File: src/rtl/dcmsl_pkg.sv
// Shared types and constants for the dual channel motor slew limiter.
// No dependencies; every other rtl file refers to this package by scoped name.
`default_nettype none

package dcmsl_pkg;

	// Field widths
	localparam int unsigned CMD_W    = 8;
	localparam int unsigned TARGET_W = 16;
	localparam int unsigned CFG_W    = 7;
	localparam int unsigned PADDR_W  = 4;
	localparam int unsigned PDATA_W  = 32;

	// Magnitude limit used by tank and brake
	localparam logic [CFG_W-1:0] FULL_LIMIT = 7'd127;

	// Register reset values
	localparam logic [CFG_W-1:0] POWER_LIMIT_RST = 7'd127;
	localparam logic [CFG_W-1:0] ACCEL_STEP_RST  = 7'd10;
	localparam logic [CFG_W-1:0] DECEL_STEP_RST  = 7'd20;

	// Register index, taken from paddr[3:2]
	typedef enum logic [1:0] {
		REG_POWER_LIMIT = 2'd0,
		REG_ACCEL_STEP  = 2'd1,
		REG_DECEL_STEP  = 2'd2
	} reg_idx_t;

	// Command source
	typedef enum logic [1:0] {
		MODE_PID   = 2'd0,
		MODE_TANK  = 2'd1,
		MODE_BRAKE = 2'd2
	} mode_t;

	// Configuration seen by the datapath
	typedef struct packed {
		logic [CFG_W-1:0] power_limit;
		logic [CFG_W-1:0] accel_step;
		logic [CFG_W-1:0] decel_step;
	} cfg_t;

	// One result request
	typedef struct packed {
		logic signed [CMD_W-1:0] left_command;
		logic signed [CMD_W-1:0] right_command;
	} result_t;

endpackage

`default_nettype wire

File: src/rtl/dcmsl_ifs.sv
// Valid/ready channel interfaces for target requests and command results.
// Depends on dcmsl_pkg for field widths.
`default_nettype none

interface dcmsl_tick_if;
	logic                                   valid;
	logic                                   ready;
	logic [1:0]                             mode;
	logic signed [dcmsl_pkg::TARGET_W-1:0]  left_target;
	logic signed [dcmsl_pkg::TARGET_W-1:0]  right_target;

	modport source (output valid, output mode, output left_target, output right_target,
		input ready);
	modport sink (input valid, input mode, input left_target, input right_target,
		output ready);
endinterface

interface dcmsl_drive_if;
	logic                                valid;
	logic                                ready;
	logic signed [dcmsl_pkg::CMD_W-1:0]  left_command;
	logic signed [dcmsl_pkg::CMD_W-1:0]  right_command;

	modport source (output valid, output left_command, output right_command, input ready);
	modport sink (input valid, input left_command, input right_command, output ready);
endinterface

`default_nettype wire

File: src/rtl/dual_channel_motor_slew_limiter.sv
// Dual channel motor slew limiter: two slew lanes, a result merge buffer, APB registers.
// An accepted tick request's result is registered in the merge buffer; drive offers it from the main entry.
// Throughput: one request per cycle; a two-entry result buffer lets one more request
// in while a result waits, then tick.ready drops until drive drains.
// Reset (arst_n low, asynchronous): last commands clear to zero, buffer empties,
// registers return to power_limit 127, accel_step 10, decel_step 20.
`default_nettype none

module dual_channel_motor_slew_limiter (
	input  wire logic                          clk,
	input  wire logic                          arst_n,
	input  wire logic                          psel,
	input  wire logic                          penable,
	input  wire logic                          pwrite,
	input  wire logic [dcmsl_pkg::PADDR_W-1:0] paddr,
	input  wire logic [dcmsl_pkg::PDATA_W-1:0] pwdata,
	output logic      [dcmsl_pkg::PDATA_W-1:0] prdata,
	output logic                               pready,
	dcmsl_tick_if.sink                         tick,
	dcmsl_drive_if.source                      drive
);

	dcmsl_pkg::cfg_t                       cfg;
	logic                                  accept;
	logic                                  space;
	logic                                  brake;
	logic        [dcmsl_pkg::CFG_W-1:0]    limit;
	logic signed [dcmsl_pkg::TARGET_W-1:0] left_tgt;
	logic signed [dcmsl_pkg::TARGET_W-1:0] right_tgt;
	logic signed [dcmsl_pkg::CMD_W-1:0]    left_cmd;
	logic signed [dcmsl_pkg::CMD_W-1:0]    right_cmd;

	dcmsl_regs u_regs (
		.clk     (clk),
		.arst_n  (arst_n),
		.psel    (psel),
		.penable (penable),
		.pwrite  (pwrite),
		.paddr   (paddr),
		.pwdata  (pwdata),
		.prdata  (prdata),
		.pready  (pready),
		.cfg     (cfg)
	);

	assign tick.ready = space;
	assign accept     = tick.valid & space;

	// Mode decode: limit and brake override; the unused code acts as brake
	always_comb begin
		case (tick.mode)
			dcmsl_pkg::MODE_PID: begin
				brake = 1'b0;
				limit = cfg.power_limit;
			end
			dcmsl_pkg::MODE_TANK: begin
				brake = 1'b0;
				limit = dcmsl_pkg::FULL_LIMIT;
			end
			dcmsl_pkg::MODE_BRAKE: begin
				brake = 1'b1;
				limit = dcmsl_pkg::FULL_LIMIT;
			end
			default: begin
				brake = 1'b1;
				limit = dcmsl_pkg::FULL_LIMIT;
			end
		endcase
	end

	assign left_tgt  = brake ? '0 : tick.left_target;
	assign right_tgt = brake ? '0 : tick.right_target;

	dcmsl_lane u_lane_left (
		.clk        (clk),
		.arst_n     (arst_n),
		.en         (accept),
		.target     (left_tgt),
		.limit      (limit),
		.accel_step (cfg.accel_step),
		.decel_step (cfg.decel_step),
		.command    (left_cmd)
	);

	dcmsl_lane u_lane_right (
		.clk        (clk),
		.arst_n     (arst_n),
		.en         (accept),
		.target     (right_tgt),
		.limit      (limit),
		.accel_step (cfg.accel_step),
		.decel_step (cfg.decel_step),
		.command    (right_cmd)
	);

	dcmsl_merge u_merge (
		.clk           (clk),
		.arst_n        (arst_n),
		.push          (accept),
		.left_command  (left_cmd),
		.right_command (right_cmd),
		.space         (space),
		.drive         (drive)
	);

endmodule

`default_nettype wire

File: src/rtl/dcmsl_regs.sv
// APB-style configuration registers: power limit, accelerate and decelerate steps.
// Depends on dcmsl_pkg.
`default_nettype none

module dcmsl_regs (
	input  wire logic                          clk,
	input  wire logic                          arst_n,
	input  wire logic                          psel,
	input  wire logic                          penable,
	input  wire logic                          pwrite,
	input  wire logic [dcmsl_pkg::PADDR_W-1:0] paddr,
	input  wire logic [dcmsl_pkg::PDATA_W-1:0] pwdata,
	output logic      [dcmsl_pkg::PDATA_W-1:0] prdata,
	output logic                               pready,
	output dcmsl_pkg::cfg_t                    cfg
);

	dcmsl_pkg::cfg_t cfg_q;
	logic            wr_en;
	logic [1:0]      reg_idx;

	assign pready  = 1'b1;
	assign wr_en   = psel & penable & pwrite & pready;
	assign reg_idx = paddr[3:2];
	assign cfg     = cfg_q;

	// Register writes
	always_ff @(posedge clk or negedge arst_n) begin
		if (!arst_n) begin
			cfg_q.power_limit <= dcmsl_pkg::POWER_LIMIT_RST;
			cfg_q.accel_step  <= dcmsl_pkg::ACCEL_STEP_RST;
			cfg_q.decel_step  <= dcmsl_pkg::DECEL_STEP_RST;
		end else if (wr_en) begin
			case (reg_idx)
				dcmsl_pkg::REG_POWER_LIMIT: cfg_q.power_limit <= pwdata[dcmsl_pkg::CFG_W-1:0];
				dcmsl_pkg::REG_ACCEL_STEP:  cfg_q.accel_step  <= pwdata[dcmsl_pkg::CFG_W-1:0];
				dcmsl_pkg::REG_DECEL_STEP:  cfg_q.decel_step  <= pwdata[dcmsl_pkg::CFG_W-1:0];
				default: ;
			endcase
		end
	end

	// Read mux
	always_comb begin
		prdata = '0;
		case (reg_idx)
			dcmsl_pkg::REG_POWER_LIMIT: prdata[dcmsl_pkg::CFG_W-1:0] = cfg_q.power_limit;
			dcmsl_pkg::REG_ACCEL_STEP:  prdata[dcmsl_pkg::CFG_W-1:0] = cfg_q.accel_step;
			dcmsl_pkg::REG_DECEL_STEP:  prdata[dcmsl_pkg::CFG_W-1:0] = cfg_q.decel_step;
			default:                    prdata = '0;
		endcase
	end

endmodule

`default_nettype wire

File: src/rtl/dcmsl_lane.sv
// One slew lane: holds the last command and steps it toward the target, then saturates.
// Depends on dcmsl_pkg.
`default_nettype none

module dcmsl_lane (
	input  wire logic                                 clk,
	input  wire logic                                 arst_n,
	input  wire logic                                 en,
	input  wire logic signed [dcmsl_pkg::TARGET_W-1:0] target,
	input  wire logic        [dcmsl_pkg::CFG_W-1:0]    limit,
	input  wire logic        [dcmsl_pkg::CFG_W-1:0]    accel_step,
	input  wire logic        [dcmsl_pkg::CFG_W-1:0]    decel_step,
	output logic signed      [dcmsl_pkg::CMD_W-1:0]    command
);

	logic signed [dcmsl_pkg::CMD_W-1:0]    prev_q;
	logic signed [dcmsl_pkg::TARGET_W:0]   diff;
	logic        [dcmsl_pkg::TARGET_W:0]   diff_mag;
	logic                                  dir_neg;
	logic                                  motion_neg;
	logic        [dcmsl_pkg::CFG_W-1:0]    step;
	logic        [dcmsl_pkg::CFG_W-1:0]    move;
	logic signed [dcmsl_pkg::CMD_W:0]      prev_ext;
	logic signed [dcmsl_pkg::CMD_W:0]      move_ext;
	logic signed [dcmsl_pkg::CMD_W:0]      moved;
	logic signed [dcmsl_pkg::CMD_W:0]      lim_pos;
	logic signed [dcmsl_pkg::CMD_W:0]      lim_neg;
	logic signed [dcmsl_pkg::CMD_W:0]      sat;

	// Distance and direction to the target
	assign diff     = {target[dcmsl_pkg::TARGET_W-1], target}
		- {{(dcmsl_pkg::TARGET_W-dcmsl_pkg::CMD_W+1){prev_q[dcmsl_pkg::CMD_W-1]}}, prev_q};
	assign dir_neg  = diff[dcmsl_pkg::TARGET_W];
	assign diff_mag = dir_neg ? (dcmsl_pkg::TARGET_W+1)'(-diff) : diff;

	// Speeding up when moving the same way as the current motion; from zero the target's sign gives the motion
	assign motion_neg = (prev_q == '0) ? target[dcmsl_pkg::TARGET_W-1]
	                                   : prev_q[dcmsl_pkg::CMD_W-1];
	assign step       = (dir_neg == motion_neg) ? accel_step : decel_step;
	assign move       = (diff_mag > (dcmsl_pkg::TARGET_W+1)'(step)) ? step
	                                                               : diff_mag[dcmsl_pkg::CFG_W-1:0];

	// Step, then clamp magnitude to the limit
	assign prev_ext = {prev_q[dcmsl_pkg::CMD_W-1], prev_q};
	assign move_ext = {2'b00, move};
	assign moved    = dir_neg ? prev_ext - move_ext : prev_ext + move_ext;
	assign lim_pos  = {2'b00, limit};
	assign lim_neg  = -lim_pos;

	always_comb begin
		if (moved > lim_pos) begin
			sat = lim_pos;
		end else if (moved < lim_neg) begin
			sat = lim_neg;
		end else begin
			sat = moved;
		end
	end

	assign command = sat[dcmsl_pkg::CMD_W-1:0];

	// Last command
	always_ff @(posedge clk or negedge arst_n) begin
		if (!arst_n) begin
			prev_q <= '0;
		end else if (en) begin
			prev_q <= command;
		end
	end

`ifndef SYNTHESIS
	// The held command never reaches the most negative code
	a_prev_in_range: assert property (@(posedge clk) disable iff (!arst_n)
		prev_q != {1'b1, {(dcmsl_pkg::CMD_W-1){1'b0}}})
		else $error("lane command left the -127..127 range");
`endif

endmodule

`default_nettype wire

File: src/rtl/dcmsl_merge.sv
// Merges the two lane commands into one result and buffers it (main plus skid entry).
// Depends on dcmsl_pkg and dcmsl_drive_if.
`default_nettype none

module dcmsl_merge (
	input  wire logic                              clk,
	input  wire logic                              arst_n,
	input  wire logic                              push,
	input  wire logic signed [dcmsl_pkg::CMD_W-1:0] left_command,
	input  wire logic signed [dcmsl_pkg::CMD_W-1:0] right_command,
	output logic                                   space,
	dcmsl_drive_if.source                          drive
);

	dcmsl_pkg::result_t main_q;
	dcmsl_pkg::result_t skid_q;
	dcmsl_pkg::result_t incoming;
	logic               main_vld_q;
	logic               skid_vld_q;
	logic               pop;

	assign incoming.left_command  = left_command;
	assign incoming.right_command = right_command;

	assign pop   = main_vld_q & drive.ready;
	assign space = ~skid_vld_q;

	assign drive.valid         = main_vld_q;
	assign drive.left_command  = main_q.left_command;
	assign drive.right_command = main_q.right_command;

	// Occupancy
	always_ff @(posedge clk or negedge arst_n) begin
		if (!arst_n) begin
			main_vld_q <= 1'b0;
			skid_vld_q <= 1'b0;
		end else if (pop) begin
			if (skid_vld_q) begin
				skid_vld_q <= 1'b0;
			end else begin
				main_vld_q <= push;
			end
		end else if (push) begin
			if (main_vld_q) begin
				skid_vld_q <= 1'b1;
			end else begin
				main_vld_q <= 1'b1;
			end
		end
	end

	// Result data
	always_ff @(posedge clk) begin
		if (pop) begin
			if (skid_vld_q) begin
				main_q <= skid_q;
			end else if (push) begin
				main_q <= incoming;
			end
		end else if (push) begin
			if (main_vld_q) begin
				skid_q <= incoming;
			end else begin
				main_q <= incoming;
			end
		end
	end

`ifndef SYNTHESIS
	a_skid_behind_main: assert property (@(posedge clk) disable iff (!arst_n)
		skid_vld_q |-> main_vld_q)
		else $error("skid entry held without a main entry");
	a_no_push_when_full: assert property (@(posedge clk) disable iff (!arst_n)
		push |-> !skid_vld_q)
		else $error("result request pushed into a full buffer");
	a_skid_moves_up: assert property (@(posedge clk) disable iff (!arst_n)
		(skid_vld_q && pop) |=> (main_vld_q && !skid_vld_q))
		else $error("skid entry lost on drain");
`endif

endmodule

`default_nettype wire
File: src/flat_wrapper.sv
// flat-port wrapper written by rule: the top's interface ports become plain ports
module dual_channel_motor_slew_limiter_flat 
  (clk, arst_n, psel, penable, pwrite, paddr, pwdata, prdata, pready, tick_valid, tick_mode, tick_left_target, tick_right_target, tick_ready, drive_valid, drive_left_command, drive_right_command, drive_ready);
  dcmsl_tick_if tick_i ();
  dcmsl_drive_if drive_i ();
  input  wire logic clk;
  input  wire logic arst_n;
  input  wire logic psel;
  input  wire logic penable;
  input  wire logic pwrite;
  input  wire logic [dcmsl_pkg::PADDR_W-1:0] paddr;
  input  wire logic [dcmsl_pkg::PDATA_W-1:0] pwdata;
  output logic      [dcmsl_pkg::PDATA_W-1:0] prdata;
  output logic pready;
  input wire logic [$bits(tick_i.valid)-1:0] tick_valid;
  input wire logic [$bits(tick_i.mode)-1:0] tick_mode;
  input wire logic [$bits(tick_i.left_target)-1:0] tick_left_target;
  input wire logic [$bits(tick_i.right_target)-1:0] tick_right_target;
  output wire logic [$bits(tick_i.ready)-1:0] tick_ready;
  output wire logic [$bits(drive_i.valid)-1:0] drive_valid;
  output wire logic [$bits(drive_i.left_command)-1:0] drive_left_command;
  output wire logic [$bits(drive_i.right_command)-1:0] drive_right_command;
  input wire logic [$bits(drive_i.ready)-1:0] drive_ready;
  assign tick_i.valid = tick_valid;
  assign tick_i.mode = tick_mode;
  assign tick_i.left_target = tick_left_target;
  assign tick_i.right_target = tick_right_target;
  assign tick_ready = tick_i.ready;
  assign drive_valid = drive_i.valid;
  assign drive_left_command = drive_i.left_command;
  assign drive_right_command = drive_i.right_command;
  assign drive_i.ready = drive_ready;
  dual_channel_motor_slew_limiter u_core (.clk(clk), .arst_n(arst_n), .psel(psel), .penable(penable), .pwrite(pwrite), .paddr(paddr), .pwdata(pwdata), .prdata(prdata), .pready(pready), .tick(tick_i), .drive(drive_i));
endmodule
File: config.mk
export PLATFORM = sky130hd
export DESIGN_NAME = dual_channel_motor_slew_limiter_flat
export DESIGN_NICKNAME = d
export VERILOG_FILES = /design/src/rtl/dcmsl_pkg.sv /design/src/rtl/dcmsl_ifs.sv /design/src/rtl/dual_channel_motor_slew_limiter.sv /design/src/rtl/dcmsl_regs.sv /design/src/rtl/dcmsl_lane.sv /design/src/rtl/dcmsl_merge.sv /design/src/flat_wrapper.sv
export SDC_FILE = /design/constraint.sdc
export NUM_CORES = 1
export LEC_CHECK = 0
export ABC_AREA = 1
export BUFFER_PORTS_ARGS = -buffer_cell sky130_fd_sc_hd__buf_2
export CAP_MARGIN = 30
export CORE_ASPECT_RATIO = 0.75
export CORE_MARGIN = 5
export CORE_UTILIZATION = 45
export DETAILED_ROUTE_END_ITERATION = 12
export GPL_TIMING_DRIVEN = 0
export PLACE_DENSITY_LB_ADDON = 0.15
export SLEW_MARGIN = 30
export SYNTH_ARGS = -nofsm -noshare
export SYNTH_HDL_FRONTEND = slang
export SYNTH_SLANG_ARGS = --single-unit
File: constraint.sdc
create_clock -name clk -period 15.05 [get_ports clk]
set_clock_uncertainty 0.1 [all_clocks]
set_input_delay 2.2575 -clock clk [delete_from_list [all_inputs] [get_ports clk]]
set_output_delay 2.2575 -clock clk [all_outputs]
set_load 0.02 [all_outputs]
== After elaboration in Yosys (flattened, before gate mapping) ==
Cells that the tools add are included.
Storage, ports and cells
  bits in registers: 71
  input bits: 77
Cells by class
  add/subtract/negate cells: 9
  magnitude comparators: 6
  eq/ne operators: 7
  mux-type cells: 29
  bitwise operators: 6
  reduce and logical (&&, ||, !) cells: 15
Operators with widths (number)
  two-way mux 16 bit: 7
  two-way mux 7 bit: 5
  > comparator 17 x 7 -> 1 bit: 2
  two-way mux 17 bit: 2
  negation 17 bit: 2
  subtractor 16 x 8 -> 17 bit: 2
  two-way mux 8 bit: 4
  case mux 7 bit (3 select lines): 1
  adder 8 x 8 -> 9 bit: 2
  > comparator 9 x 8 -> 1 bit: 2
  < comparator 9 bit: 2
  two-way mux 9 bit: 2
  subtractor 8 x 8 -> 9 bit: 2
  logical NOT 8 bit: 2
  AND reduction 2 bit: 5
  negation 7 -> 9 bit: 1
  two-way mux 1 bit: 8
  AND reduction 3 bit: 2
  nonzero test 2 bit: 3
  bitwise AND 1 bit: 4
  == test 2 x 1 -> 1 bit, second input constant: 2
  logical NOT 2 bit: 2
  == test 1 bit: 2
  == test 2 bit, second input constant: 1
  4 further kinds: 5

== Depth between registers and ports, before layout ==
  word-level depth: 16
  mapped depth: 68
  depth with buffers taken out: 64

== Hierarchy ==
Synthesis repeated with hierarchy kept, for this count alone.
Second synthesis, totals
  cells, all modules: 1603
  area, all modules: 10144.7 um^2
Modules (own cells, without submodules)
  dcmsl_lane at u_core.u_lane_left: times used 1, cells an instance 630, area each 3633.5 um^2, sequential area each 200.2 um^2
  dcmsl_lane at u_core.u_lane_right: times used 1, cells an instance 625, area each 3572.2 um^2, sequential area each 200.2 um^2
  dcmsl_merge: times used 1, cells an instance 105, area each 1396.3 um^2, sequential area each 1011.0 um^2
  dcmsl_regs: times used 1, cells an instance 158, area each 1186.1 um^2, sequential area each 539.3 um^2
  dual_channel_motor_slew_limiter: times used 1, cells an instance 85, area each 356.6 um^2, sequential area each 0.0 um^2

== Worst setup path before layout ==
OpenSTA, ideal clock, no wires.
  path type: input-to-reg
  start: input tick_mode[1]
  end: register u_core.u_merge.main_q (netlist bit u_core.u_merge.drive.left_command[2]), data pin
  library setup time: 0.249 ns
  data arrival time: 10.419 ns
  data required time: 14.701 ns
  setup slack: 4.282 ns
  stages on the path: 60
  buffers on the path: 6
  path through: clkbuf_1 > clkbuf_1 > nor2_1 > ha_1 > nand2_1 > inv_1 > a21oi_2 > nand2_2 > nand3_1 > nand2_1 > nand2_1 > nand2_2 > buf_6 > or2_2 > nand2_2 > inv_1 > o21ai_0 > inv_1 > [... 24 more ...] > xor2_1 > nand3_2 > nand2_4 > buf_6 > inv_1 > ha_1 > a21oi_1 > o21ai_0 > a21oi_1 > o41ai_1 > or2_2 > nand2_1 > clkbuf_1 > o21ai_0 > nand2_4 > nand3_2 > nand2_1 > inv_1
On the way
  cells in the longest elaborated chain, start to end: 16
  elaborated cells on any way between the ends: 26
Ends and longest elaborated chain
  start: declaration: line flat_wrapper.sv:16  | input wire logic [$bits(tick_i.mode)-1:0] tick_mode;
  == test 2 x 1 -> 1 bit / logical NOT 2 bit (equally long branches): line dual_channel_motor_slew_limiter.sv:51  | case (tick.mode)
  OR reduction 2 bit (no source line)
  two-way mux 16 bit: line dual_channel_motor_slew_limiter.sv:71  | assign left_tgt = brake ? '0 : tick.left_target;
  subtractor 16 x 8 -> 17 bit / two-way mux 1 bit (equally long branches): line dcmsl_lane.sv:32, dcmsl_lane.sv:37
  negation 17 bit / == test 1 bit (equally long branches): line dcmsl_lane.sv:34, dcmsl_lane.sv:39
  two-way mux 17 bit / two-way mux 7 bit (equally long branches): line dcmsl_lane.sv:34, dcmsl_lane.sv:39
  > comparator 17 x 7 -> 1 bit: line dcmsl_lane.sv:40  | assign move = (diff_mag > (dcmsl_pkg::TARGET_W+1)'(step)) ? step
  two-way mux 7 bit: line dcmsl_lane.sv:40
  adder 8 x 8 -> 9 bit / subtractor 8 x 8 -> 9 bit (equally long branches): line dcmsl_lane.sv:46  | assign moved = dir_neg ? prev_ext - move_ext : prev_ext + move_ext;
  two-way mux 9 bit: line dcmsl_lane.sv:46
  < comparator 9 bit: line dcmsl_lane.sv:53  | end else if (moved < lim_neg) begin
  two-way mux 8 bit: line dcmsl_lane.sv:53
  two-way mux 8 bit (*): line dcmsl_lane.sv:51  | if (moved > lim_pos) begin
  two-way mux 16 bit (on tied branches): line dcmsl_merge.sv:61, dcmsl_merge.sv:57
  two-way mux 16 bit (on tied branches): line dcmsl_merge.sv:60, dcmsl_merge.sv:55
  two-way mux 16 bit (*): line dcmsl_merge.sv:54  | if (pop) begin
  end signal: assignment: line dcmsl_merge.sv:56  | main_q <= skid_q;
  end signal: assignment: line dcmsl_merge.sv:58  | main_q <= incoming;
  end signal: assignment: line dcmsl_merge.sv:64  | main_q <= incoming;
  end: declaration: line dcmsl_merge.sv:15  | dcmsl_pkg::result_t main_q;
Every way passes the cells marked *; elsewhere a longest branch is shown, timed or not. The select of a mux whose other input is x is not followed.
A chain may end at the register's enable or synchronous reset.

== Worst setup path after layout ==
Same ends and word-level chain as after synthesis.

==> flow_summary.yaml <==
final_layout:
  drive_gt1_frac: 0.150
  layout.nets: 1779
  diodes: 0
  fillCellCount: 2169
  final_util: 0.510
  area_growth_pct: 12.1
clock_tree:
  clkTransAtPathRegs_ns: 0.06
  postCtsHoldBufs: 0
  worst_skew_pair.late_latency_ns: 0.35
  cts_repair_resize_count: 0
  clock-root-buffer: "clkbuf_16"
  cts_tree: "built"
  cts_buffers: 9
  htreeDepth: 3
  max-clock-path-buffers: 2
  cts_setup_buffers: 0
  clock-sinks: 71
grt:
  grt_use_met3: 0.0322
  antenna_found_initial: 0
  grt.met1_usage: 0.334
  grt_pass1_vias: 8326
  grt_max_degree: 40
  grt_pass1_wl_mm: 41.9
  gr-usage-all-layers: 0.215
  top_usage_layer: "met1"
  grt-ovfl-total: 0
  use_met2: 0.321
worst_setup_path:
  startpoint_type: "input port"
  regToRegSetupSlack_ns: 4.99
  worstPathRequired_ns: 15.05
  critPathMaxStageDelay_ns: 0.55
  worst_ep_arrival_time_ns: 12.38
  cp_max_fo: 10
  worstSetupPathType: "in2reg"
  critPathMostFrequentCell: "o21ai_0"
  cp-end-kind: "flip-flop"
  slowest_stage: "clkbuf_1"
synthesis:
  syn_inst: 1490
  synth_top_area_frac: 0.165
  synth_top_family_by_area: "simple AND/OR/NAND/NOR gates"
  synth-seq-area-share: 0.204
  syn_area_per_cell_sq_um: 6.41
  synthDistinctLibCells: 45
  synth_fa_ha_area_frac: 0.138
  yosys-top-cells-area: "nand2_1 (17%), ha_1 (13%), edfxtp_1 (10%)"
  yosysTopAreaCell: "nand2_1"
  synth_compound_area_frac: 0.111
  yosysWarnings: 0
  ys_ff_latch: 71
  synth_xor_area_frac: 0.0367
  synth_mux_area_frac: 0
  synthSimpleGateAreaFrac: 0.372
  syn_area_sq_um: 9550
routing:
  drc: 0
  post_drt_wl_per_cell_microns: 13.7
  routed_wl_mm: 25.9
  drtPass1Iterations: 5
  num_vias: 9398
  ant_nets: 0
  via_per_inst: 4.97
  drt_iter0_drc: 605
timing:
  tightest_slew_ns: 0.829
  finalSetupViolCount: 0
  maxSlewViolCount: 0
  hold_viol_final: 0
  tns_ns: 0
  fin_crit_sh: 0.822
  clock.fmax_mhz: 80.8
  period_minus_slack_ns: 12.37
  worst_slew_margin_rel: 0.445
  rsz0062_at_grt: "false"
  fin_ws_ns: 2.68
floorplan:
  start_util: 0.455
  fp.coreArea_sq_um: 21000
  io_pins: 128
  die_x_microns: 178
  rows: 46
  fp.dieArea_sq_um: 24300
  die_y_microns: 136
worst_hold_path:
  hold_class: "reg2reg"
run_status:
  status: "finished, final reports clean"
place:
  place_ws_ns: 2.38
  dpl.hpwl_mm: 21.8
  port_buffers: 74
  place_congestion: 0.898
run:
  cap_viol_max_count: 0
## routing by layer
| metal | part of all wire | vias to the layer above |
|---|---|---|
| met5 | 0 | - |
| met4 | 0.0057 | 0 |
| met3 | 0.068 | 9 |
| met2 | 0.41 | 261 |
| met1 | 0.51 | 4187 |
| li1 | - | 4941 |
## through the flow
stage | std cells | hold slack (ns) | area (sq um)
2_1_floorplan | 1514 | 0.353 | 9640
3_3_place_gp | 1876 | 0.368 | 10400
3_5_place_dp | 1876 | 0.374 | 10400
4_1_cts | 1892 | 0.389 | 10700
5_1_grt | 1892 | 0.400 | 10700
6_report | 1892 | 0.387 | 10700
## layout make-up
type,count,area (sq um),share of cell area
flip-flops and latches,71,1950,0.182
clock buffers,9,225,0.0210
clock inverters,7,103,0.00958
well taps,288,360,0.0337
multi-input cells,1139,6390,0.597
repair buffers,74,373,0.0348
inverters,251,942,0.0880
plain buffers,53,362,0.0338
## logic make-up (layout without fill, tap and decap cells)
group | count (synthesis) | in the layout
AO/OA/AOI/OAI | 194 | 194
XOR/XNOR | 40 | 40
adder cells (fa/ha/maj) | 103 | 103
buffers and inverters | 304 | 394
flip-flops | 71 | 71
other | 2 | 26
AND/OR/NAND/NOR | 776 | 776
## registers in the layout, indices dropped and copies added, names as in the netlist
name	cells
u_core.u_regs.cfg	21
u_core.u_merge.skid_q	16
u_core.u_merge.drive.left_command	8
u_core.u_lane_left.prev_q	8
u_core.u_merge.drive.valid	1
u_core.u_merge.skid_vld_q	1
u_core.u_merge.drive.right_command	8
u_core.u_lane_right.prev_q	8
## critical path, delay by kind of cell
| kind | cells | cell delay (ns) |
|---|---|---|
| buffers and inverters | 14 | 2.39 |
| adders and majority gates | 5 | 1.72 |
| and+or+nand+nor | 23 | 2.72 |
| xor gates and xnor gates | 1 | 0.21 |
| AOI/OAI and AO/OA | 18 | 3.07 |
## placed cells by master, fill, tap and decap left out, drive strengths merged, types with 20 or more instances in the layout
| master | n |
|---|---|
| xor2 | 29 |
| nand4 | 20 |
| edfxtp | 32 |
| ha | 99 |
| dfrtp | 28 |
| clkbuf | 21 |
| buf | 115 |
| nor2 | 116 |
| nand2 | 456 |
| o21ai | 109 |
| conb | 26 |
| inv | 254 |
| nand3 | 137 |
| a21oi | 61 |
## cell usage after synthesis
master      n
o21bai_1    8
nand2_1   421
inv_2       5
dfstp_2    11
nor4_1      1
dfrtp_1    28
inv_1     246
edfxtp_1   32
buf_2       7
nand3_1   116
ha_1       99
and3_1      1
o21ai_2     5
o21a_1      2
or2_2      16
nor2_2      4
o21ai_1     6
buf_6       7
a221oi_1    1
nand3b_1   10
or4_1       1
o211ai_1    6
conb_1      2
o41ai_1     1
and2_1      6
o21ai_0    98
xnor2_1    11
nand2_2    27
a21o_1      1
a31oi_1     2
nand2_4     8
nor2_1    104
o221ai_1    2
nand3_2    21
nand4_1    20
clkbuf_1   12
buf_4      27
fa_1        4
nor4b_1     1
a21oi_1    58
nor3_1     11
xor2_1     29
o22ai_1     1
a21oi_2     3
nor2_4      8
## final timing paths
path | from | end | depth (start not counted)
max in group asynchronous | arst_n | u_core.u_regs.cfg[20]$_DFFE_PN1P_ | 1
hold reg to reg | u_core.u_regs.cfg[5]$_DFFE_PN0P_ | u_core.u_regs.cfg[5]$_DFFE_PN0P_ | 2
setup / recovery | tick_mode[1] | u_core.u_merge.drive.left_command[2]$_DFFE_PP_ | 61
setup reg to reg | u_core.u_lane_left.prev_q[7]$_DFFE_PN0P_ | u_core.u_merge.drive.left_command[2]$_DFFE_PP_ | 58
min in group asynchronous | arst_n | u_core.u_merge.skid_vld_q$_DFFE_PN0P_ | 1
hold / removal | u_core.u_regs.cfg[5]$_DFFE_PN0P_ | u_core.u_regs.cfg[5]$_DFFE_PN0P_ | 2
Power is left out: the tool's default activity adds up to more than one toggle a clock period on the data nets, which glitch-free logic cannot reach.
